[config.mk]
export PLATFORM = sky130hd
export DESIGN_NAME = egbr_ctrl
export DESIGN_NICKNAME = d
export VERILOG_FILES = /design/src/egbr_pkg.sv /design/src/egbr_ctrl.sv
export SDC_FILE = /design/constraint.sdc
export NUM_CORES = 1
export LEC_CHECK = 0
export ABC_AREA = 1
export BUFFER_PORTS_ARGS = -buffer_cell sky130_fd_sc_hd__buf_2
export CAP_MARGIN = 15
export CORE_UTILIZATION = 61
export CTS_CLUSTER_DIAMETER = 100
export CTS_CLUSTER_SIZE = 12
export DETAILED_ROUTE_END_ITERATION = 12
export PLACE_DENSITY_LB_ADDON = 0.08
export SLEW_MARGIN = 15
export SYNTH_ARGS = -nofsm -noshare
export SYNTH_HDL_FRONTEND = slang
export SYNTH_SLANG_ARGS = --single-unit
[constraint.sdc]
create_clock -name clk -period 6.43 [get_ports clk]
set_input_delay 0.643 -clock clk [delete_from_list [all_inputs] [get_ports clk]]
set_output_delay 0.643 -clock clk [all_outputs]
set_load 0.05 [all_outputs]
[src/egbr_pkg.sv]
// Shared types and constants of the Exp-Golomb bitstream reader.
`default_nettype none

package egbr_pkg;

    localparam int BUF_BYTES_DEF = 4096;
    localparam int WORD_BITS     = 32;
    localparam int BYTE_BITS     = 8;
    localparam int LANES         = 4;

    typedef enum logic [3:0] {
        OP_START     = 4'd0,
        OP_APPEND    = 4'd1,
        OP_READ      = 4'd2,
        OP_UE        = 4'd3,
        OP_SE        = 4'd4,
        OP_PEEK      = 4'd5,
        OP_SKIP      = 4'd6,
        OP_ALIGN     = 4'd7,
        OP_BITS_LEFT = 4'd8,
        OP_MORE_DATA = 4'd9
    } op_t;

    typedef enum logic [2:0] {
        ST_IDLE,
        ST_ISSUE,
        ST_LOAD_HI,
        ST_LOAD_LO,
        ST_EXEC
    } state_t;

    typedef struct packed {
        logic cap_hi;
        logic cap_win;
    } win_ctl_t;

endpackage

`default_nettype wire

[src/egbr_ctrl.sv]
// Sequencer and execute stage: positions, fill count, stop bit, error flag and results.
`default_nettype none

module egbr_ctrl
    import egbr_pkg::*;
#(
    parameter int BUF_BYTES = BUF_BYTES_DEF,
    localparam int AW = $clog2(BUF_BYTES),
    localparam int RW = AW - 2,
    localparam int CW = $clog2(BUF_BYTES + 1),
    localparam int PW = CW + 3,
    localparam int SW = AW + 3
)(
    input  wire logic                 clk,
    input  wire logic                 rst_n,
    input  wire logic                 start,
    input  wire logic [3:0]           opcode,
    input  wire logic [5:0]           count,
    input  wire logic [BYTE_BITS-1:0] byte_in,
    output logic                      busy,
    output logic                      done,
    output logic      [WORD_BITS-1:0] value,
    output logic                      error,
    output logic                      wr_en,
    output logic      [AW-1:0]        wr_addr,
    output logic      [BYTE_BITS-1:0] wr_data,
    output logic      [RW-1:0]        rd_row,
    output win_ctl_t                  win_ctl,
    output logic      [4:0]           shift,
    output logic      [PW-1:0]        avail,
    input  wire logic [WORD_BITS-1:0] window
);

    state_t               state_reg, state_next;
    op_t                  op_reg, op_next;
    logic [PW-1:0]        pos_reg, pos_next;
    logic [CW-1:0]        fill_reg, fill_next;
    logic                 err_reg, err_next;
    logic [SW-1:0]        stop_reg, stop_next;
    logic                 stop_valid_reg, stop_valid_next;
    logic [5:0]           n_reg, n_next;
    logic                 suffix_reg, suffix_next;
    logic                 done_reg, done_next;
    logic [WORD_BITS-1:0] value_reg, value_next;
    logic                 error_reg, error_next;

    op_t                    op_in;
    logic [PW-1:0]          avail_w;
    logic                   short_w;
    logic [5:0]             take_n;
    logic [5:0]             take_prefix;
    logic [2*WORD_BITS-1:0] shl_w;
    logic [WORD_BITS-1:0]   rd_val;
    logic [5:0]             lz;
    logic [WORD_BITS-1:0]   u_w;
    logic [WORD_BITS-1:0]   m_w;
    logic [WORD_BITS-1:0]   ue_val;
    logic [WORD_BITS-1:0]   se_val;
    logic [2:0]             low_pos;
    logic                   more_w;
    logic                   fill_full;
    logic                   go_suffix;

    assign op_in     = op_t'(opcode);
    assign avail_w   = {fill_reg, 3'b000} - pos_reg;
    assign short_w   = PW'(n_reg) > avail_w;
    assign take_n    = short_w ? avail_w[5:0] : n_reg;
    assign take_prefix = (avail_w < PW'(WORD_BITS)) ? avail_w[5:0] : 6'(WORD_BITS);
    assign shl_w     = {{WORD_BITS{1'b0}}, window} << n_reg;
    assign rd_val    = shl_w[2*WORD_BITS-1 -: WORD_BITS];
    assign fill_full = (fill_reg == CW'(BUF_BYTES));
    assign more_w    = (avail_w != '0) && stop_valid_reg && (pos_reg < PW'(stop_reg));

    // The suffix is below 2^zeros, so the code value plus one is the two joined by an OR.
    assign u_w    = (WORD_BITS'(1) << n_reg[4:0]) | rd_val;
    assign ue_val = u_w - WORD_BITS'(1);
    assign m_w    = {1'b0, u_w[WORD_BITS-1:1]};
    assign se_val = u_w[0] ? (WORD_BITS'(0) - m_w) : m_w;

    always_comb
    begin
        lz = 6'(WORD_BITS);
        for (int i = 0; i < WORD_BITS; i++)
        begin
            if (window[i])
            begin
                lz = 6'(WORD_BITS - 1 - i);
            end
        end
    end

    // Bit position of the lowest one bit of the appended byte, counted from its MSB.
    always_comb
    begin
        low_pos = 3'd0;
        for (int j = BYTE_BITS - 1; j >= 0; j--)
        begin
            if (byte_in[j])
            begin
                low_pos = 3'(BYTE_BITS - 1 - j);
            end
        end
    end

    // Next state.
    always_comb
    begin
        state_next = state_reg;
        case (state_reg)
            ST_IDLE:
            begin
                if (start)
                begin
                    if (op_in inside {OP_READ, OP_UE, OP_SE, OP_PEEK, OP_SKIP})
                    begin
                        state_next = ST_LOAD_HI;
                    end
                    else if (op_in inside {OP_ALIGN, OP_BITS_LEFT, OP_MORE_DATA})
                    begin
                        state_next = ST_EXEC;
                    end
                end
            end
            ST_ISSUE:   state_next = ST_LOAD_HI;
            ST_LOAD_HI: state_next = ST_LOAD_LO;
            ST_LOAD_LO: state_next = ST_EXEC;
            ST_EXEC:    state_next = go_suffix ? ST_ISSUE : ST_IDLE;
            default:    state_next = ST_IDLE;
        endcase
    end

    // Outputs and register updates.
    always_comb
    begin
        pos_next        = pos_reg;
        fill_next       = fill_reg;
        err_next        = err_reg;
        stop_next       = stop_reg;
        stop_valid_next = stop_valid_reg;
        op_next         = op_reg;
        n_next          = n_reg;
        suffix_next     = suffix_reg;
        value_next      = value_reg;
        error_next      = error_reg;
        done_next       = 1'b0;
        go_suffix       = 1'b0;
        wr_en           = 1'b0;
        wr_addr         = fill_reg[AW-1:0];
        wr_data         = byte_in;
        busy            = (state_reg != ST_IDLE);
        win_ctl.cap_hi  = (state_reg == ST_LOAD_HI);
        win_ctl.cap_win = (state_reg == ST_LOAD_LO);
        shift           = pos_reg[4:0];
        avail           = avail_w;
        // While the first row is captured, the row after it is fetched.
        rd_row = (state_reg == ST_LOAD_HI) ? pos_reg[AW+2:5] + RW'(1) : pos_reg[AW+2:5];

        case (state_reg)
            ST_IDLE:
            begin
                if (start)
                begin
                    op_next     = op_in;
                    n_next      = (count > 6'(WORD_BITS)) ? 6'(WORD_BITS) : count;
                    suffix_next = 1'b0;
                    case (op_in)
                        OP_START:
                        begin
                            fill_next       = '0;
                            pos_next        = '0;
                            err_next        = 1'b0;
                            stop_next       = '0;
                            stop_valid_next = 1'b0;
                        end
                        OP_APPEND:
                        begin
                            if (fill_full)
                            begin
                                err_next = 1'b1;
                            end
                            else
                            begin
                                wr_en     = 1'b1;
                                fill_next = fill_reg + CW'(1);
                                if (byte_in != '0)
                                begin
                                    stop_next       = {fill_reg[AW-1:0], low_pos};
                                    stop_valid_next = 1'b1;
                                end
                            end
                        end
                        default: ;
                    endcase
                end
            end
            ST_EXEC:
            begin
                value_next = '0;
                case (op_reg)
                    OP_READ, OP_PEEK, OP_SKIP:
                    begin
                        if (op_reg != OP_SKIP)
                        begin
                            value_next = rd_val;
                        end
                        if (op_reg != OP_PEEK)
                        begin
                            pos_next = pos_reg + PW'(take_n);
                            err_next = err_reg | short_w;
                        end
                    end
                    OP_UE, OP_SE:
                    begin
                        if (!suffix_reg)
                        begin
                            if (!lz[5])
                            begin
                                pos_next    = pos_reg + PW'(lz + 6'd1);
                                n_next      = lz;
                                suffix_next = 1'b1;
                                go_suffix   = 1'b1;
                            end
                            else
                            begin
                                // No one bit among the next 32: the zeros are consumed.
                                pos_next = pos_reg + PW'(take_prefix);
                                err_next = 1'b1;
                            end
                        end
                        else
                        begin
                            pos_next   = pos_reg + PW'(take_n);
                            err_next   = err_reg | short_w;
                            value_next = (op_reg == OP_SE) ? se_val : ue_val;
                        end
                    end
                    OP_ALIGN:
                    begin
                        if (pos_reg[2:0] != 3'd0)
                        begin
                            pos_next = {pos_reg[PW-1:3] + CW'(1), 3'b000};
                        end
                    end
                    OP_BITS_LEFT: value_next = WORD_BITS'(avail_w);
                    OP_MORE_DATA: value_next = WORD_BITS'(more_w);
                    default: ;
                endcase
                done_next  = !go_suffix;
                error_next = err_next;
            end
            default: ;
        endcase
    end

    always_ff @(posedge clk or negedge rst_n)
    begin
        if (!rst_n)
        begin
            state_reg      <= ST_IDLE;
            pos_reg        <= '0;
            fill_reg       <= '0;
            err_reg        <= 1'b0;
            stop_valid_reg <= 1'b0;
            suffix_reg     <= 1'b0;
            done_reg       <= 1'b0;
        end
        else
        begin
            state_reg      <= state_next;
            pos_reg        <= pos_next;
            fill_reg       <= fill_next;
            err_reg        <= err_next;
            stop_valid_reg <= stop_valid_next;
            suffix_reg     <= suffix_next;
            done_reg       <= done_next;
        end
    end

    always_ff @(posedge clk)
    begin
        stop_reg  <= stop_next;
        op_reg    <= op_next;
        n_reg     <= n_next;
        value_reg <= value_next;
        error_reg <= error_next;
    end

    assign done  = done_reg;
    assign value = value_reg;
    assign error = error_reg;

endmodule

`default_nettype wire

[After elaboration in Yosys (flattened, before gate mapping)]
Cells that the tools add are included.
Storage, ports and cells
  bits in registers: 94
  output and inout port bits: 89
  input bits: 53
  word-level logic and storage cells: 186
Operators by class
  eq/ne operators: 37
  magnitude comparators: 4
  $add $sub $neg: 10
  shift operators: 2
  mux-type cells: 96
  bitwise operators: 2
  reductions and logical operators: 23
Operator list (count)
  6-bit two-way mux: 39
  32-bit two-way mux: 4
  32-bit one-hot mux with 4 select lines: 1
  16-bit two-way mux: 6
  32-bit by 6-bit << shifter with 64-bit output: 1
  16-bit one-hot mux with 3 select lines: 1
  16-bit by 6-bit adder with 16-bit output: 2
  4-bit by 3-bit == test with 1-bit output, second input constant: 8
  32-bit OR: 1
  16-bit one-hot mux with 2 select lines: 1
  1-bit by 5-bit << shifter with 32-bit output, first input constant: 1
  1-bit by 31-bit subtractor with 32-bit output, first input constant: 1
  32-bit by 1-bit subtractor with 32-bit output, second input constant: 1
  15-bit two-way mux: 2
  15-bit one-hot mux with 2 select lines: 1
  3-bit two-way mux: 9
  13-bit by 1-bit adder with 13-bit output, second input constant: 2
  13-bit one-hot mux with 2 select lines: 1
  1-bit two-way mux: 22
  16-bit by 7-bit adder with 16-bit output: 1
  4-bit by 2-bit == test with 1-bit output, second input constant: 4
  4-bit == test, second input constant: 4
  6-bit by 16-bit greater-than comparator with 1-bit output: 1
  16-bit by 15-bit < comparator with 1-bit output: 1
  other kinds (38): 59

[Logic depth before layout (Yosys ltp)]
  depth after elaboration: 39
  mapped depth: 51
  depth with buffers taken out: 51

[Least setup slack after synthesis]
Ideal clock, no wire load.
  path type: register to register
  from: register pos_reg[4]
  to: register pos_reg[12]
  required time: 6.312 ns
  path slack: 0.936 ns
  cell stages (with the launch flop): 29
  arrival time: 5.376 ns
  library setup time: 0.118 ns
  period minus slack after synthesis: 5.494 ns
  cell sequence: dfrtp_1 -> inv_1 -> ha_1 -> inv_1 -> o21ai_1 -> o21bai_1 -> xor2_1 -> inv_1 -> ha_1 -> nand3_1 -> nor3_1 -> a21oi_1 -> nand4_1 -> clkbuf_1 -> nand2_1 -> o21ai_0 -> ha_1 -> inv_1 -> fa_1 -> o21ai_0 -> a21oi_1 -> o21ai_0 -> nand2_1 -> xor2_1 -> nor2_1 -> a311oi_1 -> nand2_1 -> nand3_1 -> nand2_1
Between the ends
  longest elaborated chain between the ends: 8
  elaborated cells on any way between the ends: 15
Ends and longest elaborated chain
  from (decl): RTL line egbr_ctrl.sv:36  | logic [PW-1:0] pos_reg, pos_next;
  from (signal assigned): RTL line egbr_ctrl.sv:270  | pos_reg <= pos_next;
  16-bit subtractor (*): RTL line egbr_ctrl.sv:65  | assign avail_w = {fill_reg, 3'b000} - pos_reg;
  net avail[5]: RTL line egbr_ctrl.sv:30  | output logic [PW-1:0] avail,
  16-bit by 6-bit < comparator with 1-bit output: RTL line egbr_ctrl.sv:68  | assign take_prefix = (avail_w < PW'(WORD_BITS)) ? avail_w[5:0] : 6'(WORD_BITS);
  6-bit two-way mux: RTL line egbr_ctrl.sv:68
  16-bit by 6-bit adder with 16-bit output: RTL line egbr_ctrl.sv:226  | pos_next = pos_reg + PW'(take_prefix);
  16-bit two-way mux: RTL line egbr_ctrl.sv:216  | if (!lz[5])
  16-bit two-way mux: RTL line egbr_ctrl.sv:214  | if (!suffix_reg)
  16-bit one-hot mux with 3 select lines (*): RTL line egbr_ctrl.sv:199  | case (op_reg)
  16-bit one-hot mux with 2 select lines (*): RTL line egbr_ctrl.sv:158  | case (state_reg)
Mark *: on every way through the listed nets, which the timed path passes. The rest lies on a longest branch. The select of a mux whose other input is x is not followed.
A chain may end at the register's enable or synchronous reset.

[Worst setup path after layout]
  from: register pos_reg[6]
  to: register pos_reg[13]
Between the ends
  longest elaborated chain between the ends: 8
  elaborated cells on any way between the ends: 15
Ends and longest elaborated chain (RTL line)
  16-bit subtractor: egbr_ctrl.sv:65
  16-bit by 6-bit < comparator with 1-bit output: egbr_ctrl.sv:68
  6-bit two-way mux: egbr_ctrl.sv:68
  16-bit by 6-bit adder with 16-bit output: egbr_ctrl.sv:226
  16-bit two-way mux: egbr_ctrl.sv:216
  16-bit two-way mux: egbr_ctrl.sv:214
  16-bit one-hot mux with 3 select lines (*): egbr_ctrl.sv:199
  16-bit one-hot mux with 2 select lines (*): egbr_ctrl.sv:158
Every way passes the cells marked *; elsewhere a longest branch is shown, timed or not. The select of a mux whose other input is x is not followed.

==> metrics.txt <==
1st-pass router iterations 6; antenna cells 0; Yosys reg bits 94; Routability Congestion 1.017; Cell variety after synth 62; NumNets Final 2209; num ports 142; CTS sink cnt 94; Ys Warns 0; post_cts resized 0; CP most frequent cell nand2_1; initial antenna violation count 0; r2r worst-path depth 29; Setup CP Type register to register; Final Skew 17.59 ps; Post-CTS Setup Bufs 0; Seq/Total Area, Yosys 21.10%; Area contributors post-synth nand2_1, edfxtp_1, inv_1, dfrtp_1, nand3_1; fmax 0.1719 GHz; DR vias around 14000; WP depth 29; fin. max-slew vios 0; flop-to-flop setup slack 610 ps; status finished, final reports clean; Pwr per Cell Area 551.0 nW/um^2; number of buffers created by CTS 9; Syn Nets 2132; cell taking the most area after synthesis nand2_1; area of the multi-input gates 8268 um^2; Startpoint Class register; Async S/R FF share, synth a little under two fifths; share of post-route cells with drive strength above 1 15.03%; Max-cap violations 0; most instantiated cells after synthesis nand2_1, inv_1, nand3_1, nor2_1, o21ai_0; Crit-path slowest cell dfrtp_1; setup TNS 0 ps; crit share post-route 90.50%; CTS tree yes; GR Util All Layers 40.91%; initial drt markers 1287; Final ANT Viol Nets 0; syn_area_per_cell around 6.2 um^2; critical path capture point type register; number of I/O port buffers 141; final worst path period need 5819 ps; vias in the first global route 13010; count of hold-fix buffers inserted at cts 0; CTS root buffer clkbuf_16; ys flop type edfxtp_1; CTS clk-pin slew, worst paths about 90 ps; clk buf depth 2; WL final 43.18 mm; leakage power 0.006798 uW; hold crit path type input port to async pin; die footprint between 20000 and 25000 um^2; Residual DRC 0; Core Area 20170 um^2; Arrival @ worst endpoint 6100 ps; instance count of the mapped netlist 2021; Setup WS pre-CTS 779.2 ps; CP required roughly 6700 ps; Final Hold Violating Endpoints 0; post-DR wirelength/cell 18.19 um; largest stage delay on the critical path 580 ps; number of synthesized flops with an enable pin 58; FF/Latch Area 2643 um^2; placed wire-length estimate 33.65 mm; CP top delay family simple AND/OR/NAND/NOR gates; Mapped Area roughly 13000 um^2; row count 52; Relative slew margins 25.95%; area fraction of the dominant cell type after synthesis ~17%; Final setup violation count 0; VDD IR max 336.1 uV; die width 145.3 um; area grow syn2layout 7.963%; Die Ht 145.3 um; PnR worst setup slack 611.0 ps; actual slew at the worst max-slew pin 1110 ps; drt via density about 6.0; max reg flops 32; first-pass GRT wire length a little under 70 mm; crit path buf inv count 3; count leader, synth nand2_1; fill count 1921; Worst-Skew Late Latency between 300 and 400 ps; Starting Density around 62%; CTS H-tree depth 3; Max FO, Critical Path 14; grt ovf 0; pin count of the biggest net entering global routing between 60 and 70; RSZ-0062 raised after global routing false
cell families (layout without fill, tap and decap cells):
group	count (synthesis)	count (layout)	synth area share, %
AND/OR/NAND/NOR	1017	1017	35.16
AO/OA/AOI/OAI	404	404	20.28
buffers and inverters	387	469	13.04
flip-flops	94	94	21.10
adder cells (fa/ha/maj)	58	58	5.915
XOR/XNOR	38	38	2.658
multiplexers	23	23	1.839
power breakdown:
group | internal [uW] | leakage (uW) | switching (uW) | total (uW)
Sequential | 820 | 0.00102 | 211 | 1030
Combinational | 1520 | 0.00564 | 4320 | 5840
Clock | 277 | 0.000144 | 298 | 575
per-layer routing:
metal / global-route usage, % / part of all wire [%]
met3: 7.075 / 9.1
met5: 0 / 0
met4: 25.58 / 6.0
met1: 49.12 / 39
met2: 67.98 / 46
through the flow:
stage          cell area [um^2]  utilization (%)  hold slack (ps)  total power, uW  std cells
2_1_floorplan             12520                -            347.4             5350       2021
6_report                  13520            67.03            401.4             7450       2373
4_1_cts                   13520            67.03            428.5             7302       2373
5_1_grt                   13520            67.03            471.0             7920       2373
3_3_place_gp              13220            65.54            501.8             6626       2357
3_5_place_dp              13220            65.54            519.3             6716       2357
worst paths after layout:
| kind | endpoint | startpoint |
|---|---|---|
| setup reg to reg | pos_reg[13] | pos_reg[6] |
| setup / recovery | pos_reg[13] | pos_reg[6] |
| min in group clk | op_reg[1] | opcode[1] |
| max in group asynchronous | pos_reg[2] | rst_n |
| hold reg to reg | err_reg | err_reg |
| hold / removal | fill_reg[2] | rst_n |
layout by cell type (no fill, tap or decap), types with 5 or more instances in the layout:
cell type  count
nor2_1       150
nor2_2        22
a31oi_2        5
edfxtp_1      58
o221ai_1       7
xnor2_1        7
inv_1        257
nor4_1         9
xor2_1        31
o21ai_0       94
o22ai_1        5
buf_2        141
o21ai_2       16
nand2_1      566
nand4_1       32
o211ai_1      22
nor3_1        23
a211oi_1       5
a21oi_2       18
nor2_4         7
ha_1          56
clkbuf_16      9
inv_2         24
a22oi_1       13
a21oi_1       87
o221ai_2       6
buf_4         25
o21ai_1       83
nand3_1      171
mux2i_1       23
dfrtp_1       36
o21bai_1      12
nand2_2       18
clkinv_1       6
final cells by class:
type,instances,share of cell area (%)
Sequential cell,94,19.55
Timing Repair Buffer,166,6.608
Clock buffer,9,1.666
Multi-Input combinational cell,1540,61.16
Clock inverter,7,0.5553
Inverter,287,7.969
Tap cell,270,2.499
Note: power is estimated with default switching activity, not from simulation.
