==> config.mk <==
export PLATFORM = sky130hd
export DESIGN_NAME = egbr_window
export DESIGN_NICKNAME = d
export VERILOG_FILES = /design/src/egbr_pkg.sv /design/src/egbr_window.sv
export SDC_FILE = /design/constraint.sdc
export NUM_CORES = 1
export LEC_CHECK = 0
export ABC_AREA = 1
export BUFFER_PORTS_ARGS = -buffer_cell sky130_fd_sc_hd__buf_2
export CORE_UTILIZATION = 50
export DETAILED_ROUTE_END_ITERATION = 16
export PLACE_DENSITY = 0.75
export SYNTH_ARGS = -nofsm -noshare
export SYNTH_HDL_FRONTEND = slang
export SYNTH_SLANG_ARGS = --single-unit
==> constraint.sdc <==
create_clock -name clk -period 1.72 [get_ports clk]
set_clock_uncertainty 0.15 [all_clocks]
set_input_delay 0 -clock clk [delete_from_list [all_inputs] [get_ports clk]]
set_output_delay 0 -clock clk [all_outputs]
set_load 0.005 [all_outputs]
==> src/egbr_pkg.sv <==
// Shared types and constants of the Exp-Golomb bitstream reader.
`default_nettype none

package egbr_pkg;

    localparam int BUF_BYTES_DEF = 4096;
    localparam int WORD_BITS     = 32;
    localparam int BYTE_BITS     = 8;
    localparam int LANES         = 4;

    typedef enum logic [3:0] {
        OP_START     = 4'd0,
        OP_APPEND    = 4'd1,
        OP_READ      = 4'd2,
        OP_UE        = 4'd3,
        OP_SE        = 4'd4,
        OP_PEEK      = 4'd5,
        OP_SKIP      = 4'd6,
        OP_ALIGN     = 4'd7,
        OP_BITS_LEFT = 4'd8,
        OP_MORE_DATA = 4'd9
    } op_t;

    typedef enum logic [2:0] {
        ST_IDLE,
        ST_ISSUE,
        ST_LOAD_HI,
        ST_LOAD_LO,
        ST_EXEC
    } state_t;

    typedef struct packed {
        logic cap_hi;
        logic cap_win;
    } win_ctl_t;

endpackage

`default_nettype wire

==> src/egbr_window.sv <==
// Window stage: joins two rows, aligns them to the bit position and masks bits past the end.
`default_nettype none

module egbr_window
    import egbr_pkg::*;
#(
    parameter int BUF_BYTES = BUF_BYTES_DEF,
    localparam int CW = $clog2(BUF_BYTES + 1),
    localparam int PW = CW + 3
)(
    input  wire logic                 clk,
    input  wire win_ctl_t             ctl,
    input  wire logic [WORD_BITS-1:0] rd_data,
    input  wire logic [4:0]           shift,
    input  wire logic [PW-1:0]        avail,
    output logic      [WORD_BITS-1:0] window
);

    logic [WORD_BITS-1:0]   hi_reg;
    logic [WORD_BITS-1:0]   win_reg;
    logic [WORD_BITS-1:0]   win_next;
    logic [WORD_BITS-1:0]   mask;
    logic [2*WORD_BITS-1:0] aligned;

    always_comb
    begin
        aligned = {hi_reg, rd_data} << shift;
        for (int i = 0; i < WORD_BITS; i++)
        begin
            mask[WORD_BITS-1-i] = (PW'(i) < avail);
        end
        win_next = aligned[2*WORD_BITS-1 -: WORD_BITS] & mask;
    end

    always_ff @(posedge clk)
    begin
        if (ctl.cap_hi)
        begin
            hi_reg <= rd_data;
        end
        if (ctl.cap_win)
        begin
            win_reg <= win_next;
        end
    end

    assign window = win_reg;

endmodule

`default_nettype wire

Yosys cells after proc, flatten, opt, wreduce, memory -nomap -nowiden
Cells that the tools add are included.
{ "op_classes": {"n_lt_le_gt_ge": 32, "shifts": 1, "bitwise": 1} }
{ "op_table": {"columns": ["op", "count"], "rows": [
  ["< comparator 5 x 16 -> 1 bit, first input constant", 16],
  ["< comparator 4 x 16 -> 1 bit, first input constant", 8],
  ["< comparator 3 x 16 -> 1 bit, first input constant", 4],
  ["left shift 64 x 5 -> 64 bit", 1],
  ["bitwise AND 32 bit", 1],
  ["< comparator 1 x 16 -> 1 bit, first input constant", 2],
  ["< comparator 2 x 16 -> 1 bit, first input constant", 2]
]} }
{ "totals": {"ff_bits": 64, "out_inout_bits": 32, "elab_cells": 36} }

Depth between registers and ports, before layout
Gate-level depths: netlist of run 1.
{ "logic_depth": {"depth_word": 2, "mapped_depth": 11, "depth_no_buf": 9} }

Least setup slack after synthesis of run 1
OpenSTA, ideal clock, no wires.
{ "synth_timing": {"path_type": "register to register", "startpoint": "register hi_reg[0]", "endpoint": "register win_reg[11] (netlist: window[11]), data pin", "setup_time_ps": 253, "t_arrival_ps": 920, "t_required_ps": 1317, "slack_ps": 398, "stages_incl_launch_ff": 9, "path_buffers": 0, "cell_sequence": "edfxtp_1 nand2_1 nand3_1 nand3_1 nand3_1 nand2_1 nand2_1 nand2_1 nor2_1"} }
{ "synth_between": {"elab_chain_len": 2} }
{ "synth_rtl": {"columns": ["element", "line", "text"], "rows": [
  ["from (decl)", "egbr_window.sv:19", "logic [WORD_BITS-1:0] hi_reg;"],
  ["from (signal assigned)", "egbr_window.sv:39", "hi_reg <= rd_data;"],
  ["left shift 64 x 5 -> 64 bit", "egbr_window.sv:27", "aligned = {hi_reg, rd_data} << shift;"],
  ["bitwise AND 32 bit", "egbr_window.sv:32", "win_next = aligned[2*WORD_BITS-1 -: WORD_BITS] & mask;"],
  ["named net win_next[11]", "egbr_window.sv:21", "logic [WORD_BITS-1:0] win_next;"],
  ["to (signal assigned)", "egbr_window.sv:43", "win_reg <= win_next;"],
  ["to (decl)", "egbr_window.sv:20", "logic [WORD_BITS-1:0] win_reg;"]
]} }
The timed path passes the listed nets, and every way through them passes these cells.
A chain may end at the register's enable or synchronous reset.

Worst setup path in the final report of run 1
{ "layout_timing": {"startpoint": "register hi_reg[12]", "endpoint": "register win_reg[29] (netlist: window[29]), data pin"} }
Same word-level chain as after synthesis.

==> results of run 1 <==
worst max-delay path: stages (launching register included):
cell and delay (ps):
edfxtp_1 430, nand2_1 120, nand3_1 170, nand3_1 140
nand3_1 90, nand2_1 90, nand2_1 70, nand2_1 100
nor2_1 40
final cells by class:
class | count | area share
repair buffers | 137 | 0.154
well taps | 136 | 0.0263
multi-input cells | 674 | 0.479
inverters | 18 | 0.0116
clock buffers | 10 | 0.0198
flip-flops and latches | 64 | 0.298
clock inverters | 5 | 0.0112
worst paths after layout:
kind	from	endpoint
hold reg to reg	hi_reg[0]	window[24]
setup reg to reg	hi_reg[12]	window[29]
hold / removal	avail[3]	window[23]
setup / recovery	hi_reg[12]	window[29]
metrics by stage:
stage                      util  hold WS [ps]
final                     0.623          6.83
after detailed placement  0.564          64.2
after global routing      0.623          46.6
after floorplan               -         -51.1
after global placement    0.564          58.4
after CTS                 0.616          5.24
layout by cell type, fill, tap and decap left out, types with 2 or more instances in the layout:
cell type / instances
a21oi_1: 29
buf_12: 8
buf_2: 87
buf_4: 8
bufinv_16: 2
clkbuf_8: 9
clkinv_1: 2
dlygate4sd3_1: 34
edfxtp_1: 64
inv_1: 13
inv_2: 4
nand2_1: 240
nand2_2: 4
nand3_1: 310
nand3_2: 13
nor2_1: 61
o21a_1: 2
o21ai_0: 5
o21ai_1: 2
what timing repair did:
item | 4_1_cts | 5_1_grt
gates resized for setup | 0 | 15
endpoints found under the hold margin | 34 | 0
hold buffers | 34 | 0
endpoints found under the setup margin | 0 | 14
layer usage:
layer  up-vias  global-route usage  wire length, microns
li1       3007                   -                     -
met1      2902               0.494                  8090
met2       368               0.593                  9020
met3        76              0.0649                  1810
met4         0               0.204                  1050
met5         -                   0                     0
cell families after synthesis:
family,after synthesis,synth area share
simple gates,632,0.523
buf+inv,75,0.0755
flops,64,0.359
compound gates,42,0.0423
power by group through the flow:
stage / logic, W / clock network [W] / registers, W
after global routing: 0.00159 / 0.00148 / 0.00196
after floorplan: 0.000839 / 0 / 0.00197
final: 0.00144 / 0.00141 / 0.00195
after detailed placement: 0.00132 / 0 / 0.00198
after global placement: 0.00131 / 0 / 0.00198
after CTS: 0.00138 / 0.00140 / 0.00195
==> impl_summary.txt, run 1 <==
----------------------------------------------------
[Status]
  Run status ... complete, no violations

[Global route]
  Global-route wire length before repair ... 32.1 mm
  Largest net degree at the start of global routing ... 61
  Grt total ovfl ... 0
  Via count of the first global-routing pass ... 6017
  Antenna violations before repair ... 0
  Global-route usage over all layers ... 0.377

[Worst setup path]
  Worst Path Max Fanout ... 2
  Nature of the critical path endpoint ... register
  Required time of the critical path ... 1690 ps
  Class of the most critical setup path ... register to register
  Register-to-register setup slack ... 70 ps
  Depth of the worst register-to-register path ... 8
  Worst path arrival time ... 1620 ps
  Type of element launching the critical path ... register

[Finish]
  Filler cells ... 987
  Final Non-Filler Cells ... 1044
  Area of the multi-input gates ... 3100 sq um
  Fraction of final layout cells with drive strength greater than 1 ... 0.155
  Finished layout cell area ... 6460 sq um
  Net total in the final layout ... 960
  Sequential cell area ... 1920 sq um
  Ant. Diodes ... 0
  Area delta synth->final ... 20.6%

[Worst hold path]
  Number of stages on the worst hold path ... 3
  Path class of the lowest-slack min-delay path ... primary input to register

[Timing]
  Post-route setup slack ... 71.8 ps
  Worst-margin pin slew ... 788 ps
  RSZ-0062 raised after global routing ... false
  Setup TNS ... 0 ps
  Final Setup Violations ... 0
  Final min period ... 1650 ps
  Max-slew violation count ... 0
  Final Hold Vio Count ... 0
  Max-slew headroom at the worst pin ... 0.474
  Final period util ... 0.958
  Fmax ... 607 MHz

[Drt]
  DRC violation count after routing ... 0
  Average wire length per cell after detail routing ... 19.1 microns
  Vias after detailed routing ... 6353
  DRC violation total after the first TritonRoute iteration ... 732
  Total Wirelength ... 20.0 mm
  Final antenna-violating net count ... 0
  Mean number of vias per cell ... 6.09
  Length of the first detailed-routing pass in iterations ... 6

[Place]
  Post-Place Cells ... 995
  Place WS ... 69.1 ps
  Hpwl dp ... 14.7 mm
  Cell area after placement ... 5850 sq um
  Port bufs ... 87
  Routability congestion estimate ... 0.941

[Clock tree]
  CTS tree ... done
  CTS sink cnt ... 64
  Clock slew seen by the registers of the worst setup and hold paths ... 70 ps
  Insertion delay to the later sink of the worst-skew pair ... 360 ps
  Largest buffer count on any clock path ... 2
  CTS root buffer ... clkbuf_8
  TritonCTS Buffers ... 9
  Htree depth ... 3
  Post-CTS repair timing setup buffer count ... 0

[Power]
  Internal power consumption ... 0.00319 W
  Part of the power in registers ... 0.406
  Sw power ... 0.00160 W
  Part of the power in combinational logic ... 0.299
  Total Power Consumption ... 0.00480 W
  Switching Share ... 0.334
  Clock power frac ... 0.294
  VDD IR max ... 0.456 mV
  Static Leakage ... 2.99 nW
  Power density normalized to cell area ... 743 nW/um^2

[Logic synthesis]
  Cell types with the largest area share after synthesis ... edfxtp_1 36%, nand3_1 30%, nand2_1 17%
  Number of synthesized flops with an enable pin ... 64
  Yosys Warn Count ... 0
  Most common cell in the netlist ... nand3_1
  Number of cells produced by synthesis ... 813
  Synth Net Count ... 869
  List of most frequent post-synthesis cells ... 322 x nand3_1, 243 x nand2_1, 64 x edfxtp_1
  Top cell type's share of synthesized area ... 0.359
  Mean Syn Cell Area ... 6.59 sq um
  Proportion of synthesized flip-flops having asynchronous set or reset ... 0
  Most frequently used flop master after synthesis ... edfxtp_1
  Number of library cell types mapped by synthesis ... 27
  Sequential share of the synthesized area ... 0.359
  Cell taking the most area after synthesis ... edfxtp_1
  FF+latch count, synth ... 64
  Area of the mapped netlist ... 5360 sq um

[Floorplan]
  Initial core utilization ... 0.516
  Die footprint ... 11100 sq um
  Core outline area ... 10400 sq um
  Die outline height ... 105 microns
  Floorplan row count ... 37
  Number of placed I/O pins ... 88
  Horizontal die dimension ... 105 microns

[Flow run]
  Max-Cap Viols ... 0

----------------------------------------------------
(Power assumes the default switching activity.)
==> run 2: changes to the inputs <==
BUFFER_PORTS_ARGS = -buffer_cell sky130_fd_sc_hd__clkbuf_2   (was -buffer_cell sky130_fd_sc_hd__buf_2)
==> impl_summary.txt, run 2 (same netlist as run 1, synthesis figures left out) <==
----------------------------------------------------
[Status]
  Run status ... complete, no violations (unchanged)

[Power]
  Static Leakage ... 2.99 nW (about the same)
  Part of the power in combinational logic ... 0.316 (was 0.299)
  VDD IR max ... 0.449 mV (was 0.456 mV)
  Clock power frac ... 0.260 (was 0.294)
  Sw power ... 0.00169 W (was 0.00160 W)
  Power density normalized to cell area ... 714 nW/um^2 (was 743 nW/um^2)
  Part of the power in registers ... 0.425 (was 0.406)
  Switching Share ... 0.367 (was 0.334)
  Internal power consumption ... 0.00290 W (was 0.00319 W)

[Worst setup path]
  Register-to-register setup slack ... 20 ps (was 70 ps)
  Worst path arrival time ... 1660 ps (was 1620 ps)
  Cell class contributing the biggest share of worst-path delay ... simple AND/OR/NAND/NOR gates (unchanged)
  Worst path cell trace ... nand2_1 > nand3_1 > nand3_1 > nand3_1 > a21oi_1 > nor2_1 (was nand2_1 > nand3_1 > nand3_1 > nand3_1 > nand2_1 > nand2_1 > nand2_1 > nor2_1)
  Crit path buffers/inverters ... 0 (unchanged)
  Critical path's slowest cell ... edfxtp_1 (unchanged)
  Type of element launching the critical path ... register (unchanged)
  Required time of the critical path ... 1690 ps (about the same)
  Nature of the critical path endpoint ... register (unchanged)
  Class of the most critical setup path ... register to register (unchanged)
  Worst Path Max Fanout ... 2 (unchanged)
  Longest individual stage delay on the worst path ... 410 ps (was 430 ps)
  Most Frequent Cell on Critical Path ... nand3_1 (was nand2_1)

[Finish]
  Filler cells ... 985 (was 987)
  Fraction of final layout cells with drive strength greater than 1 ... 0.148 (was 0.155)
  Sequential cell area ... 1920 sq um (unchanged)
  Post-Route Utilization ... 0.620 (was 0.623)
  Leading cell types in the layout, fill and taps excluded ... 320 x nand3_1, 243 x nand2_1, 87 x clkbuf_2 (was 310 x nand3_1, 240 x nand2_1, 87 x buf_2)
  Net total in the final layout ... 965 (was 960)
  Finished layout cell area ... 6430 sq um (was 6460 sq um)
  Ant. Diodes ... 0 (unchanged)
  Area delta synth->final ... 20.1% (was 20.6%)
  Area of the multi-input gates ... 3060 sq um (was 3100 sq um)
  Most common library cell in the layout ignoring fill and taps ... nand3_1 (unchanged)

[Place]
  Cell area after placement ... 5870 sq um (was 5850 sq um)
  Place WS ... 1.45 ps (was 69.1 ps)
  Hpwl dp ... 14.8 mm (was 14.7 mm)
  Port bufs ... 87 (unchanged)
  Routability congestion estimate ... 0.971 (was 0.941)

[Drt]
  Vias after detailed routing ... 6461 (was 6353)
  Mean number of vias per cell ... 6.15 (was 6.09)
  Total Wirelength ... 20.5 mm (was 20.0 mm)
  Length of the first detailed-routing pass in iterations ... 6 (unchanged)
  Average wire length per cell after detail routing ... 19.5 microns (was 19.1 microns)
  DRC violation count after routing ... 0 (unchanged)
  DRC violation total after the first TritonRoute iteration ... 879 (was 732)
  Final antenna-violating net count ... 0 (unchanged)

[Floorplan]
  Die footprint ... 11100 sq um (unchanged)
  Horizontal die dimension ... 105 microns (unchanged)
  Floorplan row count ... 37 (unchanged)
  Number of placed I/O pins ... 88 (unchanged)
  Initial core utilization ... 0.516 (unchanged)
  Die outline height ... 105 microns (unchanged)
  Core outline area ... 10400 sq um (unchanged)

[Global route]
  Via count of the first global-routing pass ... 5987 (was 6017)
  Antenna violations before repair ... 0 (unchanged)
  Largest net degree at the start of global routing ... 63 (was 61)
  Global-route usage over all layers ... 0.376 (was 0.377)
  Grt total ovfl ... 0 (unchanged)
  Global-route wire length before repair ... 31.5 mm (was 32.1 mm)

[Timing]
  Worst-margin pin slew ... 661 ps (was 788 ps)
  Post-route setup slack ... 22.6 ps (was 71.8 ps)
  Max-slew headroom at the worst pin ... 0.554 (was 0.474)
  Max-slew violation count ... 0 (unchanged)
  Final Hold Vio Count ... 0 (unchanged)
  Final Setup Violations ... 0 (unchanged)
  Final min period ... 1700 ps (was 1650 ps)
  Final period util ... 0.987 (was 0.958)
  RSZ-0062 raised after global routing ... true (was false)
  Fmax ... 589 MHz (was 607 MHz)

[Clock tree]
  Insertion delay to the later sink of the worst-skew pair ... 370 ps (was 360 ps)
  TritonCTS Buffers ... 9 (unchanged)
  CTS root buffer ... clkbuf_8 (unchanged)
  Post-CTS repair timing setup buffer count ... 0 (unchanged)
  Clock slew seen by the registers of the worst setup and hold paths ... 70 ps (about the same)
  CTS tree ... done (unchanged)
  Htree depth ... 3 (unchanged)
  CTS sink cnt ... 64 (unchanged)
  Largest buffer count on any clock path ... 2 (unchanged)

[Flow run]
  Max-Cap Viols ... 0 (unchanged)

[Worst hold path]
  Path class of the lowest-slack min-delay path ... primary input to register (unchanged)

----------------------------------------------------
## run 2: changes by cell type in the layout (fill, tap and decap cells not counted), sizes merged
cell,previous run,this run
buf,103,18
bufinv,2,0
clkbuf,10,96
clkinv,3,5
clkinvlp,0,2
dlygate4sd3,34,37
## run 2: path summary, 6_finish.rpt
check,start,endpoint,cells past startpoint
setup / recovery,hi_reg[6],window[27],6
setup reg to reg,hi_reg[6],window[27],6
hold / removal,avail[1],window[30],5
hold reg to reg,hi_reg[29],window[29],6
## run 2: stage by stage
stage                     cells  power (W)  TNS (ps)  hold WS (ps)
after floorplan             813    0.00281         0         -51.1
after global placement      997    0.00329         0          28.2
after detailed placement    997    0.00332         0          42.5
after CTS                  1050    0.00454         0         -5.33
after global routing       1050    0.00478      -101          39.5
final                      1050    0.00459         0          17.1
## run 2: area by class of cell
cell class              count  share of cell area
inverters                  18              0.0117
well taps                 136              0.0265
flip-flops and latches     64               0.299
clock inverters             7             0.00603
multi-input cells         674               0.476
clock buffers               9              0.0193
repair buffers            142               0.162
## run 2: power groups by stage
stage / Clock (W) / Combinational [W] / Sequential (W)
floorplan: 0 / 0.000839 / 0.00197
global placement: 0 / 0.00131 / 0.00198
detailed placement: 0 / 0.00133 / 0.00198
CTS: 0.00118 / 0.00140 / 0.00195
global route: 0.00124 / 0.00158 / 0.00196
finish: 0.00119 / 0.00145 / 0.00195
## run 2: worst register-to-register path: stages, from the launching register on
cell	delay, ps
edfxtp_1	410
nand2_1	110
nand3_1	110
nand3_1	160
nand3_1	150
a21oi_1	270
nor2_1	90
## run 2: layer usage
layer	GRT usage	vias up	wire length [microns]
met2	0.590	385	9250
met3	0.0736	80	1710
met4	0.237	0	1270
met1	0.474	2984	8260
li1	-	3012	-
met5	0.00476	-	0
## run 2: what timing repair did
item                                    4_1_cts  5_1_grt
hold buffers                                 37        0
endpoints found under the setup margin        0       17
resized for setup                             0        6
endpoints found under the hold margin        38        0
==> run 3: changes to the inputs <==
clock period = 2.1 ns   (was 1.72 ns; I/O delays follow)
==> impl_summary.txt, run 3 (same netlist as run 1, synthesis figures left out) <==
----------------------------------------------------
[Floorplan]
  Initial core utilization ... 0.516 (unchanged)
  Number of placed I/O pins ... 88 (unchanged)
  Die outline height ... 105 microns (unchanged)
  Die footprint ... 11100 sq um (unchanged)
  Horizontal die dimension ... 105 microns (unchanged)
  Floorplan row count ... 37 (unchanged)
  Core outline area ... 10400 sq um (unchanged)

[Finish]
  Area delta synth->final ... 18.4% (was 20.1%)
  Most common library cell in the layout ignoring fill and taps ... nand3_1 (unchanged)
  Net total in the final layout ... 956 (was 965)
  Leading cell types in the layout, fill and taps excluded ... 322 x nand3_1, 243 x nand2_1, 87 x clkbuf_2 (was 320 x nand3_1, 243 x nand2_1, 87 x clkbuf_2)
  Final Non-Filler Cells ... 1041 (was 1050)
  Post-Route Utilization ... 0.611 (was 0.620)
  Fraction of final layout cells with drive strength greater than 1 ... 0.137 (was 0.148)
  Ant. Diodes ... 0 (unchanged)
  Filler cells ... 1002 (was 985)

[Clock tree]
  CTS root buffer ... clkbuf_8 (unchanged)
  Clock slew seen by the registers of the worst setup and hold paths ... 70 ps (about the same)
  CTS tree ... done (unchanged)
  CTS sink cnt ... 64 (unchanged)
  TritonCTS Buffers ... 9 (unchanged)
  Cells resized by post-CTS repair ... 0 (unchanged)
  Number of hold buffers added after cts ... 35 (was 37)
  Insertion delay to the later sink of the worst-skew pair ... 350 ps (was 370 ps)
  Largest buffer count on any clock path ... 2 (unchanged)
  Post-CTS repair timing setup buffer count ... 0 (unchanged)
  Htree depth ... 3 (unchanged)

[Global route]
  Antenna violations before repair ... 0 (unchanged)
  Grt total ovfl ... 0 (unchanged)
  Met2 routing resource usage after global routing ... 0.575 (was 0.590)
  Global-route met3 utilization ... 0.0600 (was 0.0736)
  Largest net degree at the start of global routing ... 63 (unchanged)
  Global-route usage over all layers ... 0.365 (was 0.376)
  Busiest layer in global routing ... met2 (unchanged)
  Global-route track usage on met1 ... 0.481 (was 0.474)
  Global-route wire length before repair ... 30.8 mm (was 31.5 mm)
  Via count of the first global-routing pass ... 5843 (was 5987)

[Worst setup path]
  Type of element launching the critical path ... register (unchanged)
  Critical path's slowest cell ... edfxtp_1 (unchanged)
  Worst path cell trace ... nand2_1 > nand3_1 > nand3_1 > nand3_1 > a21oi_1 > nor2_1 (unchanged)
  Required time of the critical path ... 2040 ps (was 1690 ps)
  Nature of the critical path endpoint ... register (unchanged)
  Most Frequent Cell on Critical Path ... nand3_1 (unchanged)
  Worst Path Max Fanout ... 2 (unchanged)
  Worst path arrival time ... 1690 ps (was 1660 ps)
  Class of the most critical setup path ... register to register (unchanged)
  Longest individual stage delay on the worst path ... 420 ps (was 410 ps)

[Drt]
  DRC violation count after routing ... 0 (unchanged)
  DRC violation total after the first TritonRoute iteration ... 673 (was 879)
  Mean number of vias per cell ... 6.13 (was 6.15)
  Total Wirelength ... 19.6 mm (was 20.5 mm)
  Final antenna-violating net count ... 0 (unchanged)
  Length of the first detailed-routing pass in iterations ... 8 (was 6)
  Vias after detailed routing ... 6377 (was 6461)
  Average wire length per cell after detail routing ... 18.9 microns (was 19.5 microns)

[Power]
  VDD IR max ... 0.330 mV (was 0.449 mV)
  Power density normalized to cell area ... 600 nW/um^2 (was 714 nW/um^2)
  Sw power ... 0.00131 W (was 0.00169 W)
  Part of the power in registers ... 0.421 (was 0.425)
  Internal power consumption ... 0.00249 W (was 0.00290 W)
  Part of the power in combinational logic ... 0.303 (was 0.316)
  Static Leakage ... 2.95 nW (was 2.99 nW)
  Switching Share ... 0.345 (was 0.367)
  Clock power frac ... 0.276 (was 0.260)

[Timing]
  Final Hold Vio Count ... 0 (unchanged)
  Fmax ... 573 MHz (was 589 MHz)
  Max-slew violation count ... 0 (unchanged)
  Max-slew headroom at the worst pin ... 0.441 (was 0.554)
  Worst-margin pin slew ... 838 ps (was 661 ps)
  Final period util ... 0.830 (was 0.987)
  Setup TNS ... 0 ps (unchanged)
  Final Setup Violations ... 0 (unchanged)
  RSZ-0062 raised after global routing ... false (was true)
  Final min period ... 1740 ps (was 1700 ps)

[Place]
  Routability congestion estimate ... 0.964 (was 0.971)
  Port bufs ... 87 (unchanged)
  Post-Place Cells ... 990 (was 997)
  Hpwl dp ... 14.3 mm (was 14.8 mm)

[Flow run]
  Max-Cap Viols ... 0 (unchanged)

[Worst hold path]
  Path class of the lowest-slack min-delay path ... primary input to register (unchanged)

[Status]
  Run status ... complete, no violations (unchanged)

----------------------------------------------------
-- run 3: cell count changes in the layout (fill, tap and decap cells not counted), sizes merged --
cell         delta
buf             -7
clkbuf          +1
dlygate4sd3     -2
clkinv          -2
bufinv          +1
-- run 3: power groups by stage --
stage | registers [W] | logic (W) | clock network (W)
after floorplan | 0.00162 | 0.000687 | 0
after global placement | 0.00162 | 0.00106 | 0
after detailed placement | 0.00163 | 0.00107 | 0
after CTS | 0.00160 | 0.00113 | 0.00107
after global routing | 0.00161 | 0.00127 | 0.00111
final | 0.00160 | 0.00115 | 0.00105
-- run 3: final timing paths --
kind | startpoint | end | slack, ps | cells past startpoint
worst min-delay path | avail[1] | window[26] | 30 | 5
worst min register to register | hi_reg[31] | window[31] | 850 | 6
worst max-delay path | hi_reg[16] | window[29] | 360 | 6
worst max register to register | hi_reg[16] | window[29] | 360 | 6
-- run 3: cell type report --
cell class	instances	area, sq um	share of cell area
Timing Repair Buffer	133	956	0.151
Sequential cell	64	1920	0.303
Tap cell	136	170	0.0268
Inverter	18	75.1	0.0118
Clock inverter	6	60.1	0.00947
Clock buffer	10	128	0.0201
Multi-Input combinational cell	674	3030	0.478
-- run 3: stage by stage --
step	total power [W]	hold WS (ps)	cell area [sq um]	setup WS [ps]
after global routing	0.00398	42.7	6340	333
after floorplan	0.00230	-51.1	5360	778
final	0.00380	25.8	6340	356
after CTS	0.00379	13.5	6340	437
after detailed placement	0.00270	30.0	5800	327
after global placement	0.00268	27.3	5800	339
-- run 3: layer usage --
metal | vias to the layer above | part of all wire | wire, microns
met5 | - | 0 | 0
met4 | 0 | 0.052 | 1020
met3 | 63 | 0.087 | 1700
met2 | 386 | 0.45 | 8750
met1 | 2938 | 0.42 | 8150
li1 | 2990 | - | -
-- run 3: critical path, delay by kind of cell (launching register included) --
kind	cells	cell delay, ps
AO/OA/AOI/OAI	1	350
AND/OR/NAND/NOR	5	570
flip-flops	1	420
